<file path="src/ipu_pkg.sv">
// Shared types, constants and microprogram for the integer property unit.
// Used by ipu_div and integer_property_unit; depends on nothing else.
package ipu_pkg;

	// Operand width that is examined (low bits of the operand, sign-extended)
	localparam int DATA_WIDTH = 32;

	// Stream field widths
	localparam int OPCODE_W    = 3;
	localparam int OPERAND_W   = 32;
	localparam int NUM_W       = 34;
	localparam int SIGN_W      = 2;
	localparam int IN_FIELDS_W = OPCODE_W + OPERAND_W;
	localparam int IN_TDATA_W  = ((IN_FIELDS_W + 7) / 8) * 8;
	localparam int OUT_FIELDS_W = 1 + 1 + SIGN_W + NUM_W;
	localparam int OUT_TDATA_W = ((OUT_FIELDS_W + 7) / 8) * 8;

	// Datapath widths
	localparam int VAL_W = DATA_WIDTH - 1;           // positive magnitude
	localparam int DIV_W = (DATA_WIDTH + 1) / 2;     // trial divisor and remainder
	localparam int SQ_W  = DATA_WIDTH + 1;           // square of trial divisor
	localparam int CNT_W = $clog2(VAL_W + 1);        // divider bit counter

	// Divide by ten as a reciprocal multiply: q = (t * ceil(2^35 / 10)) >> 35
	localparam int               RECIP_W     = 32;
	localparam int               PROD_W      = VAL_W + RECIP_W;
	localparam logic [RECIP_W-1:0] RECIP10   = 32'hCCCC_CCCD;
	localparam int               RECIP_SHIFT = 35;

	// Algorithm constants
	localparam logic [DIV_W-1:0] D_FIRST  = DIV_W'(3);
	localparam logic [DIV_W-1:0] D_STEP   = DIV_W'(2);
	localparam logic [SQ_W-1:0]  SQ_FIRST = SQ_W'(9);
	localparam logic [SQ_W-1:0]  SQ_STEP  = SQ_W'(4);
	localparam logic [VAL_W-1:0] VAL_ONE  = VAL_W'(1);
	localparam logic [VAL_W-1:0] VAL_FOUR = VAL_W'(4);

	// Opcodes
	localparam logic [OPCODE_W-1:0] OP_PARITY = 3'd0;
	localparam logic [OPCODE_W-1:0] OP_PRIME  = 3'd1;
	localparam logic [OPCODE_W-1:0] OP_PALIN  = 3'd2;
	localparam logic [OPCODE_W-1:0] OP_SIGN   = 3'd3;
	localparam logic [OPCODE_W-1:0] OP_REV    = 3'd4;
	localparam logic [OPCODE_W-1:0] OP_DSUM   = 3'd5;

	// Sign classes
	localparam logic [SIGN_W-1:0] SIGN_ZERO = 2'd0;
	localparam logic [SIGN_W-1:0] SIGN_POS  = 2'd1;
	localparam logic [SIGN_W-1:0] SIGN_NEG  = 2'd2;

	// Micro-sequencer
	localparam int UPC_W = 5;
	typedef logic [UPC_W-1:0] upc_t;

	localparam upc_t U_IDLE     = UPC_W'(0);
	localparam upc_t U_DISPATCH = UPC_W'(1);
	localparam upc_t U_PARITY   = UPC_W'(2);
	localparam upc_t U_SIGN     = UPC_W'(3);
	localparam upc_t U_INVALID  = UPC_W'(4);
	localparam upc_t U_P_LE1    = UPC_W'(5);
	localparam upc_t U_P_LT4    = UPC_W'(6);
	localparam upc_t U_P_EVEN   = UPC_W'(7);
	localparam upc_t U_P_LOOP   = UPC_W'(8);
	localparam upc_t U_P_DIV    = UPC_W'(9);
	localparam upc_t U_P_WAIT   = UPC_W'(10);
	localparam upc_t U_P_TEST   = UPC_W'(11);
	localparam upc_t U_P_NEXT   = UPC_W'(12);
	localparam upc_t U_P_YES    = UPC_W'(13);
	localparam upc_t U_D_LOOP   = UPC_W'(14);
	localparam upc_t U_D_DIV    = UPC_W'(15);
	localparam upc_t U_D_ACC    = UPC_W'(16);
	localparam upc_t U_D_END    = UPC_W'(17);
	localparam upc_t U_FINISH   = UPC_W'(18);
	localparam upc_t U_EMIT     = UPC_W'(19);

	// Datapath action of one control word
	typedef enum logic [3:0] {
		ACT_NONE,
		ACT_PARITY,
		ACT_SIGN,
		ACT_INVALID,
		ACT_VERDICT,
		ACT_DIV_D,
		ACT_DIV_TEN,
		ACT_STEP_D,
		ACT_DIGIT,
		ACT_DIGIT_END,
		ACT_EMIT
	} act_t;

	// Jump condition of one control word
	typedef enum logic [3:0] {
		C_NEVER,
		C_ALWAYS,
		C_NOSTART,
		C_DISPATCH,
		C_LE1,
		C_LT4,
		C_EVEN,
		C_SQ_GT,
		C_DIV_BUSY,
		C_REM_ZERO,
		C_T_ZERO,
		C_OUT_FULL
	} cond_t;

	typedef struct packed {
		act_t  act;
		cond_t cond;
		upc_t  target;
	} uword_t;

	// Control store
	function automatic uword_t urom(input upc_t a);
		uword_t w;
		w = '{act: ACT_NONE, cond: C_NEVER, target: U_IDLE};
		case (a)
			U_IDLE:     w = '{act: ACT_NONE,      cond: C_NOSTART,  target: U_IDLE};
			U_DISPATCH: w = '{act: ACT_NONE,      cond: C_DISPATCH, target: U_IDLE};
			U_PARITY:   w = '{act: ACT_PARITY,    cond: C_ALWAYS,   target: U_FINISH};
			U_SIGN:     w = '{act: ACT_SIGN,      cond: C_ALWAYS,   target: U_FINISH};
			U_INVALID:  w = '{act: ACT_INVALID,   cond: C_ALWAYS,   target: U_FINISH};
			U_P_LE1:    w = '{act: ACT_NONE,      cond: C_LE1,      target: U_FINISH};
			U_P_LT4:    w = '{act: ACT_NONE,      cond: C_LT4,      target: U_P_YES};
			U_P_EVEN:   w = '{act: ACT_NONE,      cond: C_EVEN,     target: U_FINISH};
			U_P_LOOP:   w = '{act: ACT_NONE,      cond: C_SQ_GT,    target: U_P_YES};
			U_P_DIV:    w = '{act: ACT_DIV_D,     cond: C_NEVER,    target: U_IDLE};
			U_P_WAIT:   w = '{act: ACT_NONE,      cond: C_DIV_BUSY, target: U_P_WAIT};
			U_P_TEST:   w = '{act: ACT_NONE,      cond: C_REM_ZERO, target: U_FINISH};
			U_P_NEXT:   w = '{act: ACT_STEP_D,    cond: C_ALWAYS,   target: U_P_LOOP};
			U_P_YES:    w = '{act: ACT_VERDICT,   cond: C_ALWAYS,   target: U_FINISH};
			U_D_LOOP:   w = '{act: ACT_NONE,      cond: C_T_ZERO,   target: U_D_END};
			U_D_DIV:    w = '{act: ACT_DIV_TEN,   cond: C_NEVER,    target: U_IDLE};
			U_D_ACC:    w = '{act: ACT_DIGIT,     cond: C_ALWAYS,   target: U_D_LOOP};
			U_D_END:    w = '{act: ACT_DIGIT_END, cond: C_ALWAYS,   target: U_FINISH};
			U_FINISH:   w = '{act: ACT_NONE,      cond: C_OUT_FULL, target: U_FINISH};
			U_EMIT:     w = '{act: ACT_EMIT,      cond: C_ALWAYS,   target: U_IDLE};
			default:    w = '{act: ACT_NONE,      cond: C_ALWAYS,   target: U_IDLE};
		endcase
		return w;
	endfunction

	// Entry point of each query
	function automatic upc_t dispatch(input logic [OPCODE_W-1:0] op);
		upc_t t;
		case (op)
			OP_PARITY: t = U_PARITY;
			OP_PRIME:  t = U_P_LE1;
			OP_PALIN:  t = U_D_LOOP;
			OP_SIGN:   t = U_SIGN;
			OP_REV:    t = U_D_LOOP;
			OP_DSUM:   t = U_D_LOOP;
			default:   t = U_INVALID;
		endcase
		return t;
	endfunction

endpackage

</file>
<file path="src/ipu_div.sv">
// Bit-serial restoring divider for the trial-division loop; returns the remainder.
// Depends on ipu_pkg for widths.
module ipu_div (
	input  logic                        clk,
	input  logic                        arst_n,
	input  logic                        start,
	input  logic [ipu_pkg::VAL_W-1:0]   dividend,
	input  logic [ipu_pkg::DIV_W-1:0]   divisor,
	output logic                        busy,
	output logic [ipu_pkg::DIV_W-1:0]   remainder
);

	logic                        busy_q;
	logic [ipu_pkg::CNT_W-1:0]   cnt_q;
	logic [ipu_pkg::VAL_W-1:0]   quo_q;
	logic [ipu_pkg::DIV_W-1:0]   rem_q;
	logic [ipu_pkg::DIV_W-1:0]   dsr_q;
	logic [ipu_pkg::DIV_W:0]     shifted;
	logic [ipu_pkg::DIV_W:0]     diff;
	logic                        ge;

	// Trial subtract of one quotient bit
	assign shifted = {rem_q, quo_q[ipu_pkg::VAL_W-1]};
	assign diff    = shifted - {1'b0, dsr_q};
	assign ge      = shifted >= {1'b0, dsr_q};

	// Hold control: busy flag and bit counter
	always_ff @(posedge clk or negedge arst_n) begin
		if (!arst_n) begin
			busy_q <= 1'b0;
			cnt_q  <= '0;
		end else if (start) begin
			busy_q <= 1'b1;
			cnt_q  <= ipu_pkg::CNT_W'(ipu_pkg::VAL_W);
		end else if (busy_q) begin
			cnt_q <= cnt_q - ipu_pkg::CNT_W'(1);
			if (cnt_q == ipu_pkg::CNT_W'(1)) begin
				busy_q <= 1'b0;
			end
		end
	end

	// Shift the quotient in, restore the remainder when the subtract fails
	always_ff @(posedge clk) begin
		if (start) begin
			quo_q <= dividend;
			rem_q <= '0;
			dsr_q <= divisor;
		end else if (busy_q) begin
			quo_q <= {quo_q[ipu_pkg::VAL_W-2:0], ge};
			rem_q <= ge ? diff[ipu_pkg::DIV_W-1:0] : shifted[ipu_pkg::DIV_W-1:0];
		end
	end

	assign busy      = busy_q;
	assign remainder = rem_q;

endmodule

</file>
<file path="src/integer_property_unit.sv">
// Top level of the integer property unit: stream ports, micro-sequencer and datapath.
// Depends on ipu_pkg (types, microprogram) and ipu_div (serial divider).

// Answers one query per input transaction about a signed operand: parity, primality,
// decimal palindrome, sign class, digit reversal or digit sum; opcodes 6 and 7 return
// an invalid status. One transaction is processed at a time, steered by a microprogram
// held in a read-only control store. Parity, sign and invalid answers go from their
// action step straight to the finish step. Digit queries run a loop test, a
// reciprocal multiply by one tenth and an accumulate step for each decimal digit.
// Primality runs one serial division per odd trial divisor up to the square root;
// small and even values finish without a division. A new transaction is taken as
// soon as the sequencer is back at its idle step, even while the previous result
// still waits in the output register.
module integer_property_unit (
	input  logic                              clk,
	input  logic                              arst_n,
	input  logic                              s_tvalid,
	output logic                              s_tready,
	// [2:0] opcode, [34:3] operand, upper bits zero
	input  logic [ipu_pkg::IN_TDATA_W-1:0]    s_tdata,
	output logic                              m_tvalid,
	input  logic                              m_tready,
	// [0] status, [1] verdict, [3:2] sign_class, [37:4] number_value, upper bits zero
	output logic [ipu_pkg::OUT_TDATA_W-1:0]   m_tdata
);

	ipu_pkg::upc_t                    upc_q;
	ipu_pkg::upc_t                    upc_next;
	ipu_pkg::uword_t                  uw;
	logic                             accept;
	logic                             take;

	logic [ipu_pkg::OPCODE_W-1:0]     in_opcode;
	logic [ipu_pkg::OPERAND_W-1:0]    in_operand;
	logic                             in_neg;
	logic                             in_zero;

	logic [ipu_pkg::OPCODE_W-1:0]     op_q;
	logic                             par_q;
	logic                             neg_q;
	logic                             zero_q;
	logic [ipu_pkg::VAL_W-1:0]        u_q;
	logic [ipu_pkg::VAL_W-1:0]        t_q;
	logic [ipu_pkg::VAL_W-1:0]        t_div10_q;
	logic [ipu_pkg::DIV_W-1:0]        d_q;
	logic [ipu_pkg::SQ_W-1:0]         sq_q;
	logic [ipu_pkg::NUM_W-1:0]        acc_q;
	logic                             status_q;
	logic                             verdict_q;
	logic [ipu_pkg::SIGN_W-1:0]       sign_q;
	logic [ipu_pkg::NUM_W-1:0]        num_q;

	logic                             m_valid_q;
	logic                             m_status_q;
	logic                             m_verdict_q;
	logic [ipu_pkg::SIGN_W-1:0]       m_sign_q;
	logic [ipu_pkg::NUM_W-1:0]        m_num_q;

	logic                             div_start;
	logic                             div_busy;
	logic [ipu_pkg::DIV_W-1:0]        div_rem;
	logic [ipu_pkg::PROD_W-1:0]       t_prod;
	logic [ipu_pkg::VAL_W-1:0]        t_div10;
	logic [3:0]                       rem10;
	logic [ipu_pkg::NUM_W-1:0]        digit;

	// Unpack the input transaction; only the low DATA_WIDTH bits of the operand count
	assign in_opcode  = s_tdata[ipu_pkg::OPCODE_W-1:0];
	assign in_operand = s_tdata[ipu_pkg::IN_FIELDS_W-1:ipu_pkg::OPCODE_W];
	assign in_neg     = in_operand[ipu_pkg::DATA_WIDTH-1];
	assign in_zero    = (in_operand[ipu_pkg::DATA_WIDTH-1:0] == '0);

	assign s_tready = (upc_q == ipu_pkg::U_IDLE);
	assign accept   = s_tvalid && s_tready;

	// Fetch the control word
	assign uw = ipu_pkg::urom(upc_q);

	// Evaluate the jump condition
	always_comb begin
		unique case (uw.cond)
			ipu_pkg::C_NEVER:    take = 1'b0;
			ipu_pkg::C_ALWAYS:   take = 1'b1;
			ipu_pkg::C_NOSTART:  take = !accept;
			ipu_pkg::C_DISPATCH: take = 1'b1;
			ipu_pkg::C_LE1:      take = (u_q <= ipu_pkg::VAL_ONE);
			ipu_pkg::C_LT4:      take = (u_q < ipu_pkg::VAL_FOUR);
			ipu_pkg::C_EVEN:     take = !u_q[0];
			ipu_pkg::C_SQ_GT:    take = (sq_q > ipu_pkg::SQ_W'(u_q));
			ipu_pkg::C_DIV_BUSY: take = div_busy;
			ipu_pkg::C_REM_ZERO: take = (div_rem == '0);
			ipu_pkg::C_T_ZERO:   take = (t_q == '0);
			ipu_pkg::C_OUT_FULL: take = m_valid_q;
			default:             take = 1'b1;
		endcase
	end

	// Select the next step
	always_comb begin
		if (uw.cond == ipu_pkg::C_DISPATCH) begin
			upc_next = ipu_pkg::dispatch(op_q);
		end else if (take) begin
			upc_next = uw.target;
		end else begin
			upc_next = upc_q + ipu_pkg::UPC_W'(1);
		end
	end

	// Step counter and output valid
	always_ff @(posedge clk or negedge arst_n) begin
		if (!arst_n) begin
			upc_q     <= ipu_pkg::U_IDLE;
			m_valid_q <= 1'b0;
		end else begin
			upc_q <= upc_next;
			if (uw.act == ipu_pkg::ACT_EMIT) begin
				m_valid_q <= 1'b1;
			end else if (m_tready) begin
				m_valid_q <= 1'b0;
			end
		end
	end

	// Drive the trial divider
	assign div_start = (uw.act == ipu_pkg::ACT_DIV_D);

	ipu_div u_div (
		.clk       (clk),
		.arst_n    (arst_n),
		.start     (div_start),
		.dividend  (u_q),
		.divisor   (d_q),
		.busy      (div_busy),
		.remainder (div_rem)
	);

	// Divide the digit walker by ten; the digit is t - 10q, taken modulo 16
	assign t_prod  = ipu_pkg::PROD_W'(t_q) * ipu_pkg::PROD_W'(ipu_pkg::RECIP10);
	assign t_div10 = ipu_pkg::VAL_W'(t_prod >> ipu_pkg::RECIP_SHIFT);
	assign rem10   = t_q[3:0] - {t_div10_q[0], 3'b000} - {t_div10_q[2:0], 1'b0};
	assign digit   = ipu_pkg::NUM_W'(rem10);

	// Datapath: load on accept, then apply the action of each control word
	always_ff @(posedge clk) begin
		if (accept) begin
			op_q      <= in_opcode;
			par_q     <= in_operand[0];
			neg_q     <= in_neg;
			zero_q    <= in_zero;
			u_q       <= in_neg ? '0 : in_operand[ipu_pkg::VAL_W-1:0];
			t_q       <= in_neg ? '0 : in_operand[ipu_pkg::VAL_W-1:0];
			d_q       <= ipu_pkg::D_FIRST;
			sq_q      <= ipu_pkg::SQ_FIRST;
			acc_q     <= '0;
			status_q  <= 1'b0;
			verdict_q <= 1'b0;
			sign_q    <= ipu_pkg::SIGN_ZERO;
			num_q     <= '0;
		end else begin
			unique case (uw.act)
				ipu_pkg::ACT_PARITY:  verdict_q <= par_q;
				ipu_pkg::ACT_SIGN: begin
					if (neg_q) begin
						sign_q <= ipu_pkg::SIGN_NEG;
					end else if (zero_q) begin
						sign_q <= ipu_pkg::SIGN_ZERO;
					end else begin
						sign_q <= ipu_pkg::SIGN_POS;
					end
				end
				ipu_pkg::ACT_INVALID: status_q  <= 1'b1;
				ipu_pkg::ACT_VERDICT: verdict_q <= 1'b1;
				ipu_pkg::ACT_STEP_D: begin
					// (d + 2)^2 = d^2 + 4d + 4
					d_q  <= d_q + ipu_pkg::D_STEP;
					sq_q <= sq_q + ipu_pkg::SQ_W'({d_q, 2'b00}) + ipu_pkg::SQ_STEP;
				end
				ipu_pkg::ACT_DIV_TEN: t_div10_q <= t_div10;
				ipu_pkg::ACT_DIGIT: begin
					t_q <= t_div10_q;
					if (op_q == ipu_pkg::OP_DSUM) begin
						acc_q <= acc_q + digit;
					end else begin
						acc_q <= (acc_q << 3) + (acc_q << 1) + digit;
					end
				end
				ipu_pkg::ACT_DIGIT_END: begin
					if (op_q == ipu_pkg::OP_PALIN) begin
						verdict_q <= !neg_q && (acc_q == ipu_pkg::NUM_W'(u_q));
					end else begin
						num_q <= acc_q;
					end
				end
				ipu_pkg::ACT_EMIT: begin
					m_status_q  <= status_q;
					m_verdict_q <= verdict_q;
					m_sign_q    <= sign_q;
					m_num_q     <= num_q;
				end
				default: begin
				end
			endcase
		end
	end

	// Pack the result transaction
	assign m_tvalid = m_valid_q;
	assign m_tdata  = ipu_pkg::OUT_TDATA_W'({m_num_q, m_sign_q, m_verdict_q, m_status_q});

`ifndef SYNTHESIS
	// Divider is idle whenever a new transaction may enter
	assert property (@(posedge clk) disable iff (!arst_n)
		s_tready |-> !div_busy)
		else $error("divider busy while sequencer idle");

	// An accepted transaction leaves the idle step at once
	assert property (@(posedge clk) disable iff (!arst_n)
		accept |=> !s_tready)
		else $error("sequencer stayed idle after accept");

	// An invalid result carries no other answer
	assert property (@(posedge clk) disable iff (!arst_n)
		(m_tvalid && m_status_q) |-> (!m_verdict_q && m_sign_q == ipu_pkg::SIGN_ZERO
			&& m_num_q == '0))
		else $error("invalid result with non-zero fields");

	// Emit only into an empty output register
	assert property (@(posedge clk) disable iff (!arst_n)
		(uw.act == ipu_pkg::ACT_EMIT) |-> !m_valid_q)
		else $error("result overwritten before transfer");
`endif

endmodule

</file>
<file path="config.mk">
export PLATFORM = sky130hd
export DESIGN_NAME = integer_property_unit
export DESIGN_NICKNAME = d
export VERILOG_FILES = /design/src/ipu_pkg.sv /design/src/ipu_div.sv /design/src/integer_property_unit.sv
export SDC_FILE = /design/constraint.sdc
export NUM_CORES = 2
export LEC_CHECK = 0
export BUFFER_PORTS_ARGS = -buffer_cell sky130_fd_sc_hd__clkbuf_2
export CAP_MARGIN = 20
export CORE_MARGIN = 2
export CORE_UTILIZATION = 46
export CTS_BUF_LIST = sky130_fd_sc_hd__clkbuf_4 sky130_fd_sc_hd__clkbuf_8 sky130_fd_sc_hd__clkbuf_16
export CTS_CLUSTER_SIZE = 28
export DETAILED_ROUTE_END_ITERATION = 10
export PLACE_DENSITY = 0.58
export SYNTH_ARGS = -nofsm -noshare
export SYNTH_HDL_FRONTEND = slang
export SYNTH_SLANG_ARGS = --single-unit
</file>
<file path="constraint.sdc">
create_clock -name clk -period 12.1 [get_ports clk]
set_input_delay 1.815 -clock clk [delete_from_list [all_inputs] [get_ports clk]]
set_output_delay 1.815 -clock clk [all_outputs]
set_load 0.02 [all_outputs]
</file>
==> flow_summary.json <==
{
  "syn_area_um2": 30800,
  "wl_met3_um": 4300,
  "gp_congestion": 0.966,
  "p_sw_share_pct": 21.2,
  "wl_met2_um": 40900,
  "cts_tree": "built",
  "clk_pin_slew_ns": 0.06,
  "report.final.setup_viol": 0,
  "p_per_area_nw_per_um2": 70.4,
  "rows": 94,
  "fin_crit_ns": 8.59,
  "status": "finished clean",
  "wirelength_um": 83800,
  "hold_end": "m_num_q[20]",
  "maxUsedRoutingLayer": "met4",
  "maxCapViolCount": 0,
  "synth.ff_latch_count": 325,
  "finalPower_uw": 2340,
  "layout.cells.most_common_list": "466 x inv_1, 461 x ha_1, 242 x nand2_1",
  "synth_edf_count": 180,
  "critPathArrivalTime_ns": 8.88,
  "die_y_um": 263,
  "finalHoldViolCount": 0,
  "fin_cells": 4117,
  "dieArea_um2": 69000,
  "reg2regPathDepth": 22,
  "antenna_left": 0,
  "fin_area_um2": 33300,
  "fmax_ghz": 0.116,
  "hold_path_class": "flip-flop to flip-flop",
  "port_buffers": 78,
  "hold_depth": 0,
  "grt_max_degree": 95,
  "syn_avg_cell_area_um2": 9.65,
  "syn_to_final_growth_pct": 8.13,
  "yosysWarningCount": 0,
  "antenna_cells": 0,
  "switchingPower_uw": 496,
  "cts_hold_buffers": 0,
  "reg2reg_slack_ns": 3.51,
  "synth-main-ff-cell": "edfxtp_1",
  "root_buffer": "clkbuf_16",
  "p_seq_share_pct": 49.3,
  "fin_crit_sh_pct": 71.0,
  "cp-end-kind": "flip-flop",
  "tightest_slew_ns": 1.07,
  "pwr-share-clk_pct": 49.7,
  "detailedRoute.firstPassIterationCount": 5,
  "core_um2": 66000,
  "cts_setup_buffers": 0,
  "report.final.slew_viol_count": 0,
  "clock_latency_ns": 0.56,
  "htreeDepth": 2,
  "drive_gt1_share_pct": 7.13,
  "nets": 3970,
  "yosysSeqAreaShare_pct": 27.2,
  "antenna_found_initial": 2,
  "hpwl_um": 69100,
  "async_flop_share_pct": 3.69,
  "grt-ovfl-total": 0,
  "slew_headroom_pct": 28.8,
  "met1Wirelength_um": 36000,
  "placedCellCount": 4049,
  "total_leakage_power_uw": 0.0161,
  "r2r_start": "t_q[16]",
  "final_common_cell": "inv_1",
  "chipWidth_um": 263,
  "multi_input_area_um2": 20300,
  "combPwrFrac_pct": 1.0,
  "postCtsResizedCells": 0,
  "start_util_pct": 46.6,
  "critPathLaunchType": "flip-flop",
  "via_per_inst": 5.63,
  "clock_path_buffers": 3,
  "netlist_instances": 3187,
  "setup_tns_ns": 0,
  "cp_data_required_time_ns": 12.38,
  "grt_pass1_wl_um": 133000,
  "seq_area_um2": 8370,
  "io_pins": 86,
  "p_int_uw": 1850,
  "synth.distinct_cells": 93,
  "track_usage_pct": 24.4,
  "rr_endpoint": "t_div10_q[20]",
  "rsz0062_at_grt": "false",
  "cts_made_buffers": 37,
  "cts.sinks": 325,
  "crit_fanout": 6,
  "grt_pass1_vias": 23600,
  "first_iter_violations": 1505,
  "ir_drop_uv": 78.4,
  "detail_route.wl_per_cell_um": 20.4,
  "num_vias": 23200,
  "nFillCells": 6095,
  "drc": 0,
  "hp-start": "num_q[20]",
  "skew_ns": 0.0215,
  "placed_area_um2": 32000,
  "crit_type": "flip-flop to flip-flop",
  "crit_path_start": "t_q[16]"
}
## flip-flops by register name, indices dropped and copies added (netlist names), 16 cells and up
name             flops
u_div.remainder     16
acc_q               34
num_q               34
m_num_q             34
t_q                 31
sq_q                30
t_div10_q           28
u_q                 31
u_div.quo_q         31
## worst max-delay path: stages (launching register included)
cell and delay, ns:
edfxtp_1 0.64, inv_1 0.10, ha_1 0.40, fa_1 0.56, inv_1 0.07, fa_1 0.51
inv_1 0.08, fa_1 0.65, fa_1 0.52, fa_1 0.53, fa_1 0.54, inv_1 0.06
fa_1 0.54, inv_1 0.05, ha_1 0.31, nand2_1 0.09, nor3_1 0.41, nand4_1 0.14
a21oi_1 0.39, o21ai_0 0.35, a311oi_1 0.70, nor4bb_1 0.14, a211oi_1 0.51
## Yosys cell counts, drive strengths merged, types with 7 or more instances
library cell	count	share of area (%)
dfxtp	133	8.7
a21o	49	1.2
nor3	39	0.70
nand4	46	0.94
a31oi	21	0.43
inv	468	5.7
nor4	34	0.79
or3	14	0.30
mux2i	36	1.2
o21bai	18	0.44
nand3	74	1.2
a2111oi	8	0.25
a22oi	7	0.17
clkbuf	77	0.94
nor2	165	2.0
fa	240	16
xor2	54	1.5
buf	19	0.37
o21a	14	0.34
nand2	243	3.0
a21oi	201	3.3
nor2b	44	0.90
mux2	31	1.1
xnor2	95	2.7
or4	7	0.17
o31ai	14	0.34
edfxtp	180	18
o22ai	7	0.14
o21ai	157	2.6
dfrtp	12	0.98
nand2b	12	0.24
o211ai	22	0.54
a211oi	39	0.98
or2	15	0.31
and2	15	0.31
ha	461	19
and3	23	0.47
## metal layers
| layer | vias to the layer above | track usage, % |
|---|---|---|
| met3 | 124 | 3.06 |
| li1 | 11100 | - |
| met1 | 11400 | 31.6 |
| met5 | - | 0 |
| met4 | 0 | 7.21 |
| met2 | 567 | 42.5 |
## stage by stage
step	util, %	hold WS (ns)	setup WS [ns]
6_report	50.4	0.429	3.51
3_3_place_gp	48.4	0.415	3.66
5_1_grt	50.4	0.437	3.18
4_1_cts	50.4	0.431	3.54
3_5_place_dp	48.5	0.417	3.60
2_1_floorplan	-	0.408	5.14
## power groups by stage
stage               Combinational [uW]  Sequential [uW]  Clock, uW
detailed placement                23.0             1180          0
CTS                               23.1             1160       1190
finish                            23.3             1160       1160
global route                      24.8             1150       1230
global placement                  22.9             1180          0
floorplan                         7.06             1180          0
## area by class of cell
type	count	share of cell area (%)
multi-input combinational	2299	60.9
sequential	325	25.2
inverter	468	5.30
tap	864	3.25
clock buffer	50	3.15
timing repair buffer	94	1.58
clock inverter	17	0.647
## worst max-delay path by stage
stage / to / slack [ns] / depth (start not counted)
detailed placement: t_div10_q[20] / 3.60 / 22
floorplan: t_div10_q[17] / 5.14 / 24
CTS: t_div10_q[20] / 3.54 / 22
global placement: t_div10_q[27] / 3.66 / 23
finish: t_div10_q[20] / 3.51 / 22
global route: t_div10_q[20] / 3.18 / 22
## logic make-up after synthesis
group           share of synthesized area, %
mux                                     2.38
simple gates                            12.0
buf+inv                                 7.02
fa+ha+maj                               34.4
other cells                           0.0122
flops                                   27.2
xor+xnor                                4.24
compound gates                          12.8
No activity file was read; power rests on OpenSTA's default activity.
